## config.mk

```make
export PLATFORM = sky130hd
export DESIGN_NAME = point_to_polyline_distance_flat
export DESIGN_NICKNAME = d
export VERILOG_FILES = /design/src/sv/ptpd_pkg.sv /design/src/sv/ptpd_if.sv /design/src/sv/point_to_polyline_distance.sv /design/src/sv/ptpd_ctrl.sv /design/src/sv/ptpd_datapath.sv /design/src/flat_wrapper.sv
export SDC_FILE = /design/constraint.sdc
export NUM_CORES = 2
export LEC_CHECK = 0
export BUFFER_PORTS_ARGS = -buffer_cell sky130_fd_sc_hd__buf_2
export CORE_MARGIN = 2
export CORE_UTILIZATION = 55
export CTS_BUF_LIST = sky130_fd_sc_hd__clkbuf_8
export CTS_CLUSTER_SIZE = 28
export DETAILED_ROUTE_END_ITERATION = 6
export GPL_TIMING_DRIVEN = 0
export PLACE_DENSITY = 0.77
export SLEW_MARGIN = 20
export SYNTH_ARGS = -nofsm -noshare
export SYNTH_HDL_FRONTEND = slang
export SYNTH_SLANG_ARGS = --single-unit
export TNS_END_PERCENT = 100
```

## constraint.sdc

```tcl
create_clock -name clk_i -period 21.7 [get_ports clk_i]
set_clock_uncertainty 0.15 [all_clocks]
set_input_delay 2.17 -clock clk_i [delete_from_list [all_inputs] [get_ports clk_i]]
set_output_delay 2.17 -clock clk_i [all_outputs]
set_load 0.02 [all_outputs]
```

## src/sv/ptpd_pkg.sv

```systemverilog
package ptpd_pkg;

  localparam int COORD_BITS  = 24;
  localparam int U_FRAC_BITS = 16;

  localparam int DIFF_BITS   = COORD_BITS + 1;
  localparam int DMAG_BITS   = COORD_BITS + 2;
  localparam int MUL_IN_BITS = (COORD_BITS + 2 > U_FRAC_BITS + 1) ? COORD_BITS + 2
                                                                   : U_FRAC_BITS + 1;
  localparam int PROD_BITS   = 2 * MUL_IN_BITS;
  localparam int ACC_BITS    = 2 * COORD_BITS + 4;
  localparam int SQ_BITS     = 2 * COORD_BITS + 2;
  localparam int DIST_BITS   = COORD_BITS + 1;
  localparam int UQ_BITS     = U_FRAC_BITS + 1;
  localparam int STEP_MAX    = (DIST_BITS > U_FRAC_BITS) ? DIST_BITS : U_FRAC_BITS;
  localparam int CNT_BITS    = $clog2(STEP_MAX);
  localparam int MAC_STEPS   = 6;
  localparam int AXES        = 3;

  typedef logic signed [COORD_BITS-1:0] coord_t;
  typedef logic signed [DIFF_BITS-1:0]  diff_t;

  typedef enum logic [3:0] {
    OP_NONE,
    OP_LOAD,
    OP_LEN,
    OP_DOT,
    OP_DIVSET,
    OP_DIV,
    OP_OFS,
    OP_SQ,
    OP_UPD,
    OP_ROOT_INIT,
    OP_ROOT,
    OP_EMIT
  } op_e;

  typedef struct packed {
    op_e        op;
    logic [1:0] axis;
  } ctrl_cmd_t;

  typedef struct packed {
    logic first;
    logic last;
    logic seen;
    logic out_busy;
  } dp_status_t;

endpackage

```

## src/sv/ptpd_if.sv

```systemverilog
interface ptpd_in_if import ptpd_pkg::*; ();
  logic   valid;
  logic   ready;
  coord_t vertex_x;
  coord_t vertex_y;
  coord_t vertex_z;
  coord_t query_x;
  coord_t query_y;
  coord_t query_z;
  logic   first_vertex;
  logic   last_vertex;

  modport source(output valid, vertex_x, vertex_y, vertex_z, query_x, query_y, query_z,
                 first_vertex, last_vertex, input ready);
  modport sink(input valid, vertex_x, vertex_y, vertex_z, query_x, query_y, query_z,
               first_vertex, last_vertex, output ready);
endinterface

interface ptpd_out_if import ptpd_pkg::*; ();
  logic                 valid;
  logic                 ready;
  logic [DIST_BITS-1:0] distance_mm;
  logic                 no_segment;

  modport source(output valid, distance_mm, no_segment, input ready);
  modport sink(input valid, distance_mm, no_segment, output ready);
endinterface

```

## src/sv/point_to_polyline_distance.sv

```systemverilog
// Least distance from a query point to a streamed polyline. One vertex is a request;
// the query point rides along with every vertex. A first vertex passes accept, check and
// finish; every later vertex passes accept, check, 6 multiply-accumulate steps on the one
// shared multiplier, divider setup, U_FRAC_BITS = 16 steps of the restoring divider for u,
// 3 offset and 3 square steps, update and finish. A last vertex then runs 25 steps of the
// bit-serial square root, one result bit a cycle, when a segment was seen, and in either
// case loads the output register once the previous result has left it. A new vertex is
// taken while a result still waits at the output.
module point_to_polyline_distance import ptpd_pkg::*; (
  input  logic         clk_i,
  input  logic         rst_ni,
  input  logic         cfg_we_i,
  input  logic         cfg_wdata_i,
  ptpd_in_if.sink      in_i,
  ptpd_out_if.source   out_o
);

  ctrl_cmd_t  cmd;
  dp_status_t status;
  logic       in_ready;

  assign in_i.ready = in_ready;

  ptpd_ctrl u_ctrl (
    .clk_i      (clk_i),
    .rst_ni     (rst_ni),
    .in_valid_i (in_i.valid),
    .in_ready_o (in_ready),
    .status_i   (status),
    .cmd_o      (cmd)
  );

  ptpd_datapath u_dp (
    .clk_i          (clk_i),
    .rst_ni         (rst_ni),
    .cfg_we_i       (cfg_we_i),
    .cfg_wdata_i    (cfg_wdata_i),
    .vertex_x_i     (in_i.vertex_x),
    .vertex_y_i     (in_i.vertex_y),
    .vertex_z_i     (in_i.vertex_z),
    .query_x_i      (in_i.query_x),
    .query_y_i      (in_i.query_y),
    .query_z_i      (in_i.query_z),
    .first_vertex_i (in_i.first_vertex),
    .last_vertex_i  (in_i.last_vertex),
    .cmd_i          (cmd),
    .status_o       (status),
    .out_valid_o    (out_o.valid),
    .out_ready_i    (out_o.ready),
    .distance_mm_o  (out_o.distance_mm),
    .no_segment_o   (out_o.no_segment)
  );

endmodule

```

## src/sv/ptpd_ctrl.sv

```systemverilog
module ptpd_ctrl import ptpd_pkg::*; (
  input  logic       clk_i,
  input  logic       rst_ni,
  input  logic       in_valid_i,
  output logic       in_ready_o,
  input  dp_status_t status_i,
  output ctrl_cmd_t  cmd_o
);

  typedef enum logic [10:0] {
    ST_IDLE   = 11'b00000000001,
    ST_MAC    = 11'b00000000010,
    ST_DIVSET = 11'b00000000100,
    ST_DIV    = 11'b00000001000,
    ST_OFS    = 11'b00000010000,
    ST_SQ     = 11'b00000100000,
    ST_UPD    = 11'b00001000000,
    ST_FINISH = 11'b00010000000,
    ST_ROOT   = 11'b00100000000,
    ST_EMIT   = 11'b01000000000,
    ST_CHECK  = 11'b10000000000
  } state_e;

  state_e              state_q, state_d;
  logic [CNT_BITS-1:0] cnt_q, cnt_d;

  assign in_ready_o = (state_q == ST_IDLE);

  always_comb begin
    state_d   = state_q;
    cnt_d     = cnt_q;
    cmd_o.op   = OP_NONE;
    cmd_o.axis = 2'd0;
    unique case (state_q)
      ST_IDLE: begin
        if (in_valid_i) begin
          cmd_o.op = OP_LOAD;
          state_d  = ST_CHECK;
        end
      end
      ST_CHECK: begin
        cnt_d   = '0;
        state_d = status_i.first ? ST_FINISH : ST_MAC;
      end
      ST_MAC: begin
        cmd_o.op   = cnt_q[0] ? OP_DOT : OP_LEN;
        cmd_o.axis = cnt_q[2:1];
        cnt_d      = cnt_q + 1'b1;
        if (cnt_q == CNT_BITS'(MAC_STEPS - 1)) begin
          state_d = ST_DIVSET;
        end
      end
      ST_DIVSET: begin
        cmd_o.op = OP_DIVSET;
        cnt_d    = '0;
        state_d  = ST_DIV;
      end
      ST_DIV: begin
        cmd_o.op = OP_DIV;
        cnt_d    = cnt_q + 1'b1;
        if (cnt_q == CNT_BITS'(U_FRAC_BITS - 1)) begin
          cnt_d   = '0;
          state_d = ST_OFS;
        end
      end
      ST_OFS: begin
        cmd_o.op   = OP_OFS;
        cmd_o.axis = cnt_q[1:0];
        cnt_d      = cnt_q + 1'b1;
        if (cnt_q == CNT_BITS'(AXES - 1)) begin
          cnt_d   = '0;
          state_d = ST_SQ;
        end
      end
      ST_SQ: begin
        cmd_o.op   = OP_SQ;
        cmd_o.axis = cnt_q[1:0];
        cnt_d      = cnt_q + 1'b1;
        if (cnt_q == CNT_BITS'(AXES - 1)) begin
          state_d = ST_UPD;
        end
      end
      ST_UPD: begin
        cmd_o.op = OP_UPD;
        state_d  = ST_FINISH;
      end
      ST_FINISH: begin
        cnt_d = '0;
        priority if (!status_i.last) begin
          state_d = ST_IDLE;
        end else if (status_i.seen) begin
          cmd_o.op = OP_ROOT_INIT;
          state_d  = ST_ROOT;
        end else begin
          state_d = ST_EMIT;
        end
      end
      ST_ROOT: begin
        cmd_o.op = OP_ROOT;
        cnt_d    = cnt_q + 1'b1;
        if (cnt_q == CNT_BITS'(DIST_BITS - 1)) begin
          state_d = ST_EMIT;
        end
      end
      ST_EMIT: begin
        // hold the result until the output register frees up
        if (!status_i.out_busy) begin
          cmd_o.op = OP_EMIT;
          state_d  = ST_IDLE;
        end
      end
      default: begin
        state_d = ST_IDLE;
      end
    endcase
  end

  always_ff @(posedge clk_i or negedge rst_ni) begin
    if (!rst_ni) begin
      state_q <= ST_IDLE;
      cnt_q   <= '0;
    end else begin
      state_q <= state_d;
      cnt_q   <= cnt_d;
    end
  end

endmodule

```

## src/sv/ptpd_datapath.sv

```systemverilog
module ptpd_datapath import ptpd_pkg::*; (
  input  logic                 clk_i,
  input  logic                 rst_ni,
  input  logic                 cfg_we_i,
  input  logic                 cfg_wdata_i,
  input  coord_t               vertex_x_i,
  input  coord_t               vertex_y_i,
  input  coord_t               vertex_z_i,
  input  coord_t               query_x_i,
  input  coord_t               query_y_i,
  input  coord_t               query_z_i,
  input  logic                 first_vertex_i,
  input  logic                 last_vertex_i,
  input  ctrl_cmd_t            cmd_i,
  output dp_status_t           status_o,
  output logic                 out_valid_o,
  input  logic                 out_ready_i,
  output logic [DIST_BITS-1:0] distance_mm_o,
  output logic                 no_segment_o
);

  localparam int W = COORD_BITS + 3;
  localparam logic [SQ_BITS-1:0] SQ_MAX = '1;

  logic                 use_height_q;
  coord_t               prev_x_q, prev_y_q, prev_z_q;
  diff_t                s_q [AXES];
  diff_t                w_q [AXES];
  logic [DMAG_BITS-1:0] dm_q [AXES];
  logic                 first_q, last_q, seen_q;
  logic [ACC_BITS-1:0]  len2_q, pos_q, neg_q, sum_q;
  logic [ACC_BITS-1:0]  rem_q;
  logic [UQ_BITS-1:0]   uq_q;
  logic                 div_run_q;
  logic [SQ_BITS-1:0]   least_q;
  logic [SQ_BITS-1:0]   n_q;
  logic [DIST_BITS+1:0] rrem_q;
  logic [DIST_BITS-1:0] root_q;
  logic                 out_valid_q;
  logic [DIST_BITS-1:0] dist_q;
  logic                 noseg_q;

  diff_t                  s_sel, w_sel;
  logic [DIFF_BITS-1:0]   s_mag, w_mag;
  logic [MUL_IN_BITS-1:0] mul_a, mul_b;
  logic [PROD_BITS-1:0]   mul_p;
  logic [PROD_BITS-1:0]   rnd;
  logic [DMAG_BITS-1:0]   m_mag;
  logic signed [W-1:0]    off, dval;
  logic [ACC_BITS-1:0]    pn_diff;
  logic [ACC_BITS:0]      r2;
  logic [SQ_BITS-1:0]     sat;
  logic [DIST_BITS+3:0]   rrem2, rtrial;

  assign s_sel = s_q[cmd_i.axis];
  assign w_sel = w_q[cmd_i.axis];
  assign s_mag = s_sel[DIFF_BITS-1] ? DIFF_BITS'(-s_sel) : DIFF_BITS'(s_sel);
  assign w_mag = w_sel[DIFF_BITS-1] ? DIFF_BITS'(-w_sel) : DIFF_BITS'(w_sel);

  always_comb begin
    mul_a = MUL_IN_BITS'(s_mag);
    mul_b = MUL_IN_BITS'(s_mag);
    unique case (cmd_i.op)
      OP_DOT:  mul_b = MUL_IN_BITS'(w_mag);
      OP_OFS:  mul_b = MUL_IN_BITS'(uq_q);
      OP_SQ: begin
        mul_a = MUL_IN_BITS'(dm_q[cmd_i.axis]);
        mul_b = MUL_IN_BITS'(dm_q[cmd_i.axis]);
      end
      default: mul_b = MUL_IN_BITS'(s_mag);
    endcase
  end

  assign mul_p = PROD_BITS'(mul_a) * PROD_BITS'(mul_b);

  // round half away from zero on the magnitude, then restore the sign
  assign rnd   = mul_p + (PROD_BITS'(1) << (U_FRAC_BITS - 1));
  assign m_mag = rnd[U_FRAC_BITS +: DMAG_BITS];
  assign off   = s_sel[DIFF_BITS-1] ? -$signed({1'b0, m_mag}) : $signed({1'b0, m_mag});
  assign dval  = W'(w_sel) - off;

  assign pn_diff = pos_q - neg_q;
  assign r2      = {rem_q, 1'b0};
  assign sat     = (sum_q > ACC_BITS'(SQ_MAX)) ? SQ_MAX : SQ_BITS'(sum_q);
  assign rrem2   = {rrem_q, n_q[SQ_BITS-1 -: 2]};
  assign rtrial  = {2'b00, root_q, 2'b01};

  always_ff @(posedge clk_i or negedge rst_ni) begin
    if (!rst_ni) begin
      use_height_q <= 1'b1;
      prev_x_q     <= '0;
      prev_y_q     <= '0;
      prev_z_q     <= '0;
      least_q      <= SQ_MAX;
      seen_q       <= 1'b0;
      first_q      <= 1'b0;
      last_q       <= 1'b0;
      out_valid_q  <= 1'b0;
    end else begin
      if (cfg_we_i) begin
        use_height_q <= cfg_wdata_i;
      end
      if (cmd_i.op == OP_EMIT) begin
        out_valid_q <= 1'b1;
      end else if (out_valid_q && out_ready_i) begin
        out_valid_q <= 1'b0;
      end
      unique case (cmd_i.op)
        OP_LOAD: begin
          prev_x_q <= vertex_x_i;
          prev_y_q <= vertex_y_i;
          prev_z_q <= vertex_z_i;
          first_q  <= first_vertex_i;
          last_q   <= last_vertex_i;
          if (first_vertex_i) begin
            least_q <= SQ_MAX;
            seen_q  <= 1'b0;
          end
        end
        OP_UPD: begin
          if (sat < least_q) begin
            least_q <= sat;
          end
          seen_q <= 1'b1;
        end
        OP_EMIT: begin
          least_q <= SQ_MAX;
          seen_q  <= 1'b0;
        end
        default: begin
          seen_q <= seen_q;
        end
      endcase
    end
  end

  always_ff @(posedge clk_i) begin
    unique case (cmd_i.op)
      OP_LOAD: begin
        s_q[0] <= DIFF_BITS'(vertex_x_i) - DIFF_BITS'(prev_x_q);
        s_q[1] <= DIFF_BITS'(vertex_y_i) - DIFF_BITS'(prev_y_q);
        w_q[0] <= DIFF_BITS'(query_x_i) - DIFF_BITS'(prev_x_q);
        w_q[1] <= DIFF_BITS'(query_y_i) - DIFF_BITS'(prev_y_q);
        // drop z entirely in planar mode
        s_q[2] <= use_height_q ? DIFF_BITS'(vertex_z_i) - DIFF_BITS'(prev_z_q) : '0;
        w_q[2] <= use_height_q ? DIFF_BITS'(query_z_i) - DIFF_BITS'(prev_z_q) : '0;
        len2_q <= '0;
        pos_q  <= '0;
        neg_q  <= '0;
      end
      OP_LEN: len2_q <= len2_q + ACC_BITS'(mul_p);
      OP_DOT: begin
        if (s_sel[DIFF_BITS-1] == w_sel[DIFF_BITS-1]) begin
          pos_q <= pos_q + ACC_BITS'(mul_p);
        end else begin
          neg_q <= neg_q + ACC_BITS'(mul_p);
        end
      end
      OP_DIVSET: begin
        sum_q <= '0;
        rem_q <= pn_diff;
        priority if (len2_q == '0 || pos_q <= neg_q) begin
          uq_q      <= '0;
          div_run_q <= 1'b0;
        end else if (pn_diff >= len2_q) begin
          uq_q      <= UQ_BITS'(1) << U_FRAC_BITS;
          div_run_q <= 1'b0;
        end else begin
          uq_q      <= '0;
          div_run_q <= 1'b1;
        end
      end
      OP_DIV: begin
        if (div_run_q) begin
          if (r2 >= {1'b0, len2_q}) begin
            rem_q <= ACC_BITS'(r2 - {1'b0, len2_q});
            uq_q  <= {uq_q[UQ_BITS-2:0], 1'b1};
          end else begin
            rem_q <= ACC_BITS'(r2);
            uq_q  <= {uq_q[UQ_BITS-2:0], 1'b0};
          end
        end
      end
      OP_OFS: dm_q[cmd_i.axis] <= dval[W-1] ? DMAG_BITS'(-dval) : DMAG_BITS'(dval);
      OP_SQ:  sum_q <= sum_q + ACC_BITS'(mul_p);
      OP_ROOT_INIT: begin
        n_q    <= least_q;
        rrem_q <= '0;
        root_q <= '0;
      end
      OP_ROOT: begin
        n_q <= n_q << 2;
        if (rrem2 >= rtrial) begin
          rrem_q <= (DIST_BITS + 2)'(rrem2 - rtrial);
          root_q <= {root_q[DIST_BITS-2:0], 1'b1};
        end else begin
          rrem_q <= (DIST_BITS + 2)'(rrem2);
          root_q <= {root_q[DIST_BITS-2:0], 1'b0};
        end
      end
      OP_EMIT: begin
        dist_q  <= seen_q ? root_q : '1;
        noseg_q <= !seen_q;
      end
      default: begin
        sum_q <= sum_q;
      end
    endcase
  end

  assign status_o.first    = first_q;
  assign status_o.last     = last_q;
  assign status_o.seen     = seen_q;
  assign status_o.out_busy = out_valid_q && !out_ready_i;

  assign out_valid_o   = out_valid_q;
  assign distance_mm_o = dist_q;
  assign no_segment_o  = noseg_q;

endmodule

```

## src/flat_wrapper.sv

```systemverilog
// flat-port wrapper written by rule: the top's interface ports become plain ports
module point_to_polyline_distance_flat import ptpd_pkg::*;
  (clk_i, rst_ni, cfg_we_i, cfg_wdata_i, in_i_valid, in_i_vertex_x, in_i_vertex_y, in_i_vertex_z, in_i_query_x, in_i_query_y, in_i_query_z, in_i_first_vertex, in_i_last_vertex, in_i_ready, out_o_valid, out_o_distance_mm, out_o_no_segment, out_o_ready);
  ptpd_in_if in_i_i ();
  ptpd_out_if out_o_i ();
  input  logic clk_i;
  input  logic rst_ni;
  input  logic cfg_we_i;
  input  logic cfg_wdata_i;
  input wire logic [$bits(in_i_i.valid)-1:0] in_i_valid;
  input wire logic [$bits(in_i_i.vertex_x)-1:0] in_i_vertex_x;
  input wire logic [$bits(in_i_i.vertex_y)-1:0] in_i_vertex_y;
  input wire logic [$bits(in_i_i.vertex_z)-1:0] in_i_vertex_z;
  input wire logic [$bits(in_i_i.query_x)-1:0] in_i_query_x;
  input wire logic [$bits(in_i_i.query_y)-1:0] in_i_query_y;
  input wire logic [$bits(in_i_i.query_z)-1:0] in_i_query_z;
  input wire logic [$bits(in_i_i.first_vertex)-1:0] in_i_first_vertex;
  input wire logic [$bits(in_i_i.last_vertex)-1:0] in_i_last_vertex;
  output wire logic [$bits(in_i_i.ready)-1:0] in_i_ready;
  output wire logic [$bits(out_o_i.valid)-1:0] out_o_valid;
  output wire logic [$bits(out_o_i.distance_mm)-1:0] out_o_distance_mm;
  output wire logic [$bits(out_o_i.no_segment)-1:0] out_o_no_segment;
  input wire logic [$bits(out_o_i.ready)-1:0] out_o_ready;
  assign in_i_i.valid = in_i_valid;
  assign in_i_i.vertex_x = in_i_vertex_x;
  assign in_i_i.vertex_y = in_i_vertex_y;
  assign in_i_i.vertex_z = in_i_vertex_z;
  assign in_i_i.query_x = in_i_query_x;
  assign in_i_i.query_y = in_i_query_y;
  assign in_i_i.query_z = in_i_query_z;
  assign in_i_i.first_vertex = in_i_first_vertex;
  assign in_i_i.last_vertex = in_i_last_vertex;
  assign in_i_ready = in_i_i.ready;
  assign out_o_valid = out_o_i.valid;
  assign out_o_distance_mm = out_o_i.distance_mm;
  assign out_o_no_segment = out_o_i.no_segment;
  assign out_o_i.ready = out_o_ready;
  point_to_polyline_distance u_core (.clk_i(clk_i), .rst_ni(rst_ni), .cfg_we_i(cfg_we_i), .cfg_wdata_i(cfg_wdata_i), .in_i(in_i_i), .out_o(out_o_i));
endmodule
```

Word level (Yosys, flattened, before mapping)
Memory sizes are Yosys's and may differ from the RTL's.
Index checks and enable logic that the tools add are counted.
{"block": "totals", "wordCells": 176, "in_bits": 152, "out_inout_bits": 28, "ram_bits": 228, "register_bits": 549, "memories": 3}
{"block": "op_classes", "n_eq_ne": 39, "n_reduce_logical": 23, "addsub": 20, "n_mul": 1, "mux": 61, "magnitude_cmp": 6}
{"memory": "u_core.u_dp.dm_q", "words": 3, "word_bits": 26, "rd": 1, "rd_clocked_by_memory_dff": 0, "write_ports": 1, "line_no": "ptpd_datapath.sv:29", "rtl": "logic [DMAG_BITS-1:0] dm_q [AXES];"}
{"memory": "u_core.u_dp.s_q", "words": 3, "word_bits": 25, "rd": 1, "rd_clocked_by_memory_dff": 0, "write_ports": 3, "line_no": "ptpd_datapath.sv:27", "rtl": "diff_t s_q [AXES];"}
{"memory": "u_core.u_dp.w_q", "words": 3, "word_bits": 25, "rd": 1, "rd_clocked_by_memory_dff": 0, "write_ports": 3, "line_no": "ptpd_datapath.sv:28", "rtl": "diff_t w_q [AXES];"}
{"operator": "52-bit case mux with 2 select lines", "n": 5}
{"operator": "52-bit adder", "n": 4}
{"operator": "52-bit 2-to-1 mux", "n": 4}
{"operator": "50-bit 2-to-1 mux", "n": 3}
{"operator": "50-bit case mux with 3 select lines", "n": 1}
{"operator": "24-bit by 24-bit subtractor with 25-bit output", "n": 6}
{"operator": "11-bit case mux with 11 select lines", "n": 1}
{"operator": "52-bit subtractor", "n": 2}
{"operator": "25-bit 2-to-1 mux", "n": 4}
{"operator": "50-bit case mux with 2 select lines", "n": 1}
{"operator": "26-bit case mux with 3 select lines", "n": 1}
{"operator": "11-bit 2-to-1 mux", "n": 7}
{"operator": "27-bit 2-to-1 mux", "n": 2}
{"operator": "27-bit case mux with 2 select lines", "n": 1}
{"operator": "53-bit by 52-bit greater-or-equal comparator with 1-bit output", "n": 1}
{"operator": "52-bit greater-or-equal comparator", "n": 1}
{"operator": "52-bit by 50-bit > comparator with 1-bit output (second input constant)", "n": 1}
{"operator": "52-bit <= comparator", "n": 1}
{"operator": "52-bit zero test", "n": 1}
{"operator": "26-bit by 26-bit multiplier with 52-bit output", "n": 1}
{"operator": "26-bit 2-to-1 mux", "n": 2}
{"operator": "17-bit 2-to-1 mux", "n": 3}
{"operator": "50-bit less-than comparator", "n": 1}
{"operator": "25-bit negator", "n": 2}
{"operator": "other kinds (50)", "n": 94}

Logic depth before layout (Yosys ltp)
An unclocked memory read counts as a cell.
{"block": "logic_depth", "ltp_word": 14, "depth_mapped": 68, "depth_no_buf": 60}

Cells and area by module
Synthesis repeated with hierarchy kept, for this count alone.
{"block": "hier_totals", "hier_cells": 9259, "hier_area_um2": 82440.3}
{"mod": "ptpd_datapath", "n_inst": 1, "area_each_um2": 80960.1, "cells_each": 9087, "seq_area_each_um2": 22280.1}
{"mod": "ptpd_ctrl", "n_inst": 1, "area_each_um2": 1480.2, "cells_each": 172, "seq_area_each_um2": 401.6}

Worst setup path before layout
No wires, ideal clock.
{"block": "synth_timing", "kind": "register -> register", "from": "reg u_core.u_ctrl.state_q[2]", "to": "mem u_core.u_dp.dm_q[0][25] in the netlist's numbering, data pin", "n_path_buf": 5, "path_stages_with_launch": 60, "period_less_slack_ns": 15.177, "arrival_ns": 14.753, "required_time_ns": 21.276, "slack_ns": 6.523, "setup_ns": 0.274, "cell_sequence": "dfrtp_1 > or4_1 > nor3_2 > and4bb_2 > nand2_1 > and3_1 > clkbuf_1 > clkbuf_1 > buf_2 > a22o_1 > a21oi_2 > nand2_1 > or4_1 > or3_1 > or3_1 > o31ai_1 > o21ai_0 > xnor2_1 > (+24 left out) > a31o_2 > and3_1 > a2111oi_0 > a211oi_1 > xnor2_1 > ha_1 > or2_2 > a21oi_1 > a21oi_1 > nand3_1 > nand2_1 > a21o_1 > a21oi_1 > maj3_1 > o21bai_1 > a2111oi_0 > nor3_1 > xor2_1"}
{"block": "synth_between", "elab_chain_cells": 14, "word_cells_on_any_way": 32, "classes_between": "add/sub (6); mul (1); eq/ne (13); mux (8); reduce/logical (1); memory (3)"}
{"item": "start, declared", "line_no": "ptpd_ctrl.sv:24", "rtl": "state_e state_q, state_d;"}
{"item": "start signal, assigned", "line_no": "ptpd_ctrl.sv:123", "rtl": "state_q <= state_d;"}
{"item": "11-bit by 6-bit equality test with 1-bit output or 11-bit by 5-bit equality test with 1-bit output (tied branches)", "line_no": "ptpd_ctrl.sv:34", "rtl": "unique case (state_q)"}
{"item": "2-bit OR reduction (no source line)"}
{"item": "2-bit case mux with 2 select lines", "line_no": "ptpd_ctrl.sv:34"}
{"item": "memory read 3 x 25 bit (on tied branches)"}
{"item": "25-bit negator (on tied branches)", "line_no": "ptpd_datapath.sv:57, ptpd_datapath.sv:58"}
{"item": "25-bit 2-to-1 mux (on tied branches)", "line_no": "ptpd_datapath.sv:57, ptpd_datapath.sv:58"}
{"item": "26-bit case mux with 3 select lines or 26-bit 2-to-1 mux (tied branches)", "line_no": "ptpd_datapath.sv:63", "rtl": "unique case (cmd_i.op)"}
{"item": "26-bit by 26-bit multiplier with 52-bit output", "line_no": "ptpd_datapath.sv:74", "rtl": "assign mul_p = PROD_BITS'(mul_a) * PROD_BITS'(mul_b);"}
{"item": "42-bit by 16-bit adder with 42-bit output", "line_no": "ptpd_datapath.sv:77", "rtl": "assign rnd = mul_p + (PROD_BITS'(1) << (U_FRAC_BITS - 1));"}
{"item": "26-bit negator with 27-bit output", "line_no": "ptpd_datapath.sv:79", "rtl": "assign off = s_sel[DIFF_BITS-1] ? -$signed({1'b0, m_mag}) : $signed({1'b0, m_mag});"}
{"item": "27-bit 2-to-1 mux", "line_no": "ptpd_datapath.sv:79"}
{"item": "25-bit by 27-bit subtractor with 27-bit output (*)", "line_no": "ptpd_datapath.sv:80", "rtl": "assign dval = W'(w_sel) - off;"}
{"item": "26-bit negator", "line_no": "ptpd_datapath.sv:184", "rtl": "OP_OFS: dm_q[cmd_i.axis] <= dval[W-1] ? DMAG_BITS'(-dval) : DMAG_BITS'(dval);"}
{"item": "26-bit 2-to-1 mux (*)", "line_no": "ptpd_datapath.sv:184"}
{"item": "end, declared", "line_no": "ptpd_datapath.sv:29"}
Mark *: on every way between the ends. The rest lies on a longest branch, timed or not.

Worst setup path after layout
{"block": "layout_timing", "from": "reg u_core.u_ctrl.state_q[2]", "to": "mem u_core.u_dp.dm_q[1][17] in the netlist's numbering, data pin"}
Same word-level chain as after synthesis.

==> flow_metrics.tcl <==
set metrics [dict create \
    outcome "complete, no violations" \
    place_congestion 1.030 \
    ys_warn_count 0 \
    vias 70250 \
    rsz0062_at_grt "no" \
    portBuffers 179 \
    drt_iter0_drc 7142 \
    critPathCaptureType "register" \
    routed_via_density 6.053 \
    slew-limit-headroom 0.09699 \
    hold_buffers 0 \
    netlist_area_sq_um 81380 \
    final_hold_viol_count 0 \
    dieArea_sq_um 151000 \
    worstSetupPathType "reg2reg" \
    wl_per_cell_microns 22.76 \
    required_ns 22.18 \
    layout-drive-gt1-share 0.06658 \
    grt_pass1_wl_microns 395600 \
    coreArea_sq_um 147300 \
    io_pins 180 \
    fmax_ghz 0.04766 \
    start_util 0.5524 \
    grt_usage 0.3442 \
    insertion_delay_ns 0.92 \
    synthArstFlopShare 0.1840 \
    min_period_over_period 0.9668 \
    num_rows 141 \
    clock_path_buffers 3 \
    ant_nets 0 \
    syn_avg_cell_area_sq_um 8.870 \
    finalMaxSlewViolations 0 \
    hp-start "u_core.u_dp.least_q[32]" \
    grt_overflow 0 \
    synth_cells 9174 \
    numCtsBuffers 144 \
    critPathTopFamily "simple AND/OR/NAND/NOR gates" \
    dr.pass1.iters 6 \
    crit_buf_inv 15 \
    clkTransAtPathRegs_ns 0.06 \
    worst_pin_slew_ns 1.355 \
    postCtsResizedCells 0 \
    grt_max_degree 85 \
    synth_ff_type "edfxtp_1" \
    cts_tree "built" \
    htreeDepth 4 \
    finalSetupViolations 0 \
    crit_path_frequent_cell "fa_1" \
    cts.sinks 777 \
    finalWirelength_microns 264100 \
    dp_hpwl_microns 215100 \
    ys_seq_elements 777 \
    rr_startpoint "u_core.u_ctrl.state_q[2]" \
    antenna_found_initial 8 \
    worstSetupStartpointType "register" \
    path_max_fanout 10 \
    grt_pass1_vias 68410 \
    cap_violations 0 \
    die_h_microns 388.7 \
    tns_ns 0 \
    drc 0 \
    nets 11100 \
    ys_top_cells_by_area "edfxtp_1 23%, fa_1 14%, ha_1 12%" \
    die_width_microns 388.7 \
    syn_to_final_growth_pct 9.065 \
    synth_largest_area_cell "edfxtp_1" \
    hp-class "reg2reg" \
    post_cts_buffers 0 \
    slowest_stage "o22ai_1" \
    synth_edf_count 634 \
    crit_start "u_core.u_ctrl.state_q[2]" \
    period_needed_ns 20.98 \
    ys_types 103 \
    synth_seq_area_share 0.2787 \
    synth_top_area_share 0.2340 \
    synth_fp_nets 10720 \
    worst_ep_arrival_time_ns 21.46 \
    clock-root-buffer "clkbuf_8" \
    slowest_delay_ns 0.75 \
]
Yosys cell counts, drive strengths merged (64+ instances only):
master and n:
nand4 64, nand3 113, a21o 186, nor2b 97, nand2b 88, a31oi 87
o21bai 80, a21boi 78, and2 108, or3 99, and3 67, a21oi 501
o21a 90, nor3b 64, nor2 1071, xnor2 344, ha 807, fa 587
xor2 180, o21ai 494, inv 1186, edfxtp 634, nand2 919, clkbuf 279
dfrtp 91, nor3 136, a211oi 110
per-layer routing:
layer	GRT usage	part of all wire	vias up
met5	0	0.000098	-
met4	0.1628	0.054	4
met3	0.07218	0.098	665
met2	0.5408	0.45	3343
met1	0.4551	0.40	34080
li1	-	-	32160
through the flow:
step	utilization	setup slack, ns	instances	instance area [sq um]	hold WS, ns
floorplan	-	6.523	9174	81380	0.3024
global route	0.6025	0.09973	11600	88750	0.3911
finish	0.6025	0.7195	11610	88750	0.3631
global placement	0.5749	0.09633	11280	84690	0.3493
CTS	0.6023	1.329	11600	88720	0.3609
detailed placement	0.5822	1.385	11330	85760	0.3517
sequential cells by signal, indices dropped and copies added (netlist names), 5 cells and up:
register,cells
u_core.u_ctrl.state_q,11
u_core.u_dp.s_q,75
u_core.u_dp.w_q,75
u_core.u_dp.rrem_q,27
u_core.u_dp.pos_q,52
u_core.u_dp.least_q,50
u_core.u_dp.neg_q,52
u_core.u_dp.prev_y_q,24
u_core.u_dp.dm_q,78
u_core.u_dp.prev_x_q,24
u_core.u_dp.n_q,50
u_core.u_dp.sum_q,52
u_core.u_dp.uq_q,17
u_core.u_dp.root_q,25
u_core.u_dp.rem_q,52
u_core.u_ctrl.cnt_q,5
u_core.u_dp.distance_mm_o,25
u_core.u_dp.len2_q,52
u_core.u_dp.prev_z_q,24
path summary, 6_finish.rpt:
kind | end | slack, ns | cells past startpoint
max in group asynchronous | u_core.u_dp.least_q[26] | 19.35 | 2
hold / removal | u_core.u_dp.least_q[32] | 0.36 | 2
setup / recovery | u_core.u_dp.dm_q[1][17] | 0.72 | 59
setup reg to reg | u_core.u_dp.dm_q[1][17] | 0.72 | 59
hold reg to reg | u_core.u_dp.least_q[32] | 0.36 | 2
min in group asynchronous | u_core.u_dp.prev_z_q[22] | 1.06 | 1
worst reg2reg max path, delay by kind of cell, from the launching register on:
| kind | cells | cell delay [ns] |
|---|---|---|
| AND/OR/NAND/NOR | 16 | 4.86 |
| flip-flops | 1 | 0.44 |
| XOR/XNOR | 4 | 1.36 |
| buffers and inverters | 15 | 4.67 |
| AO/OA/AOI/OAI | 14 | 4.71 |
| adder cells (fa/ha/maj) | 10 | 4.56 |
layout make-up:
class                           instances  area [sq um]
Fill cell                           12660         58560
Multi-Input combinational cell       6906         53450
Sequential cell                       777         22680
Inverter                             1188          4459
Tap cell                             1930          2415
Clock buffer                          153          2106
Timing Repair Buffer                  229          1614
Buffer                                303          1169
Clock inverter                        116         849.6
Antenna cell                            3         7.507
cell usage in the layout, fill, tap and decap left out, drive strengths merged, types with 136 or more instances in the layout:
master / synthesis / routed
a21o: 186 / 186
a21oi: 501 / 501
buf: 24 / 253
clkbuf: 279 / 432
edfxtp: 634 / 634
fa: 587 / 587
ha: 807 / 807
inv: 1186 / 1246
nand2: 919 / 919
nor2: 1071 / 1071
nor3: 136 / 136
o21ai: 494 / 494
xnor2: 344 / 344
xor2: 180 / 180
cell families after synthesis:
group	Yosys count	synth area share
AND/OR/NAND/NOR	2961	0.1663
AO/OA/AOI/OAI	1997	0.1572
buffers and inverters	1491	0.06910
adder cells (fa/ha/maj)	1395	0.2686
flip-flops	777	0.2787
XOR/XNOR	524	0.05640
multiplexers	29	0.003659
Power is left out: the tool's default activity adds up to more than one toggle a clock period on the data nets, which glitch-free logic cannot reach.
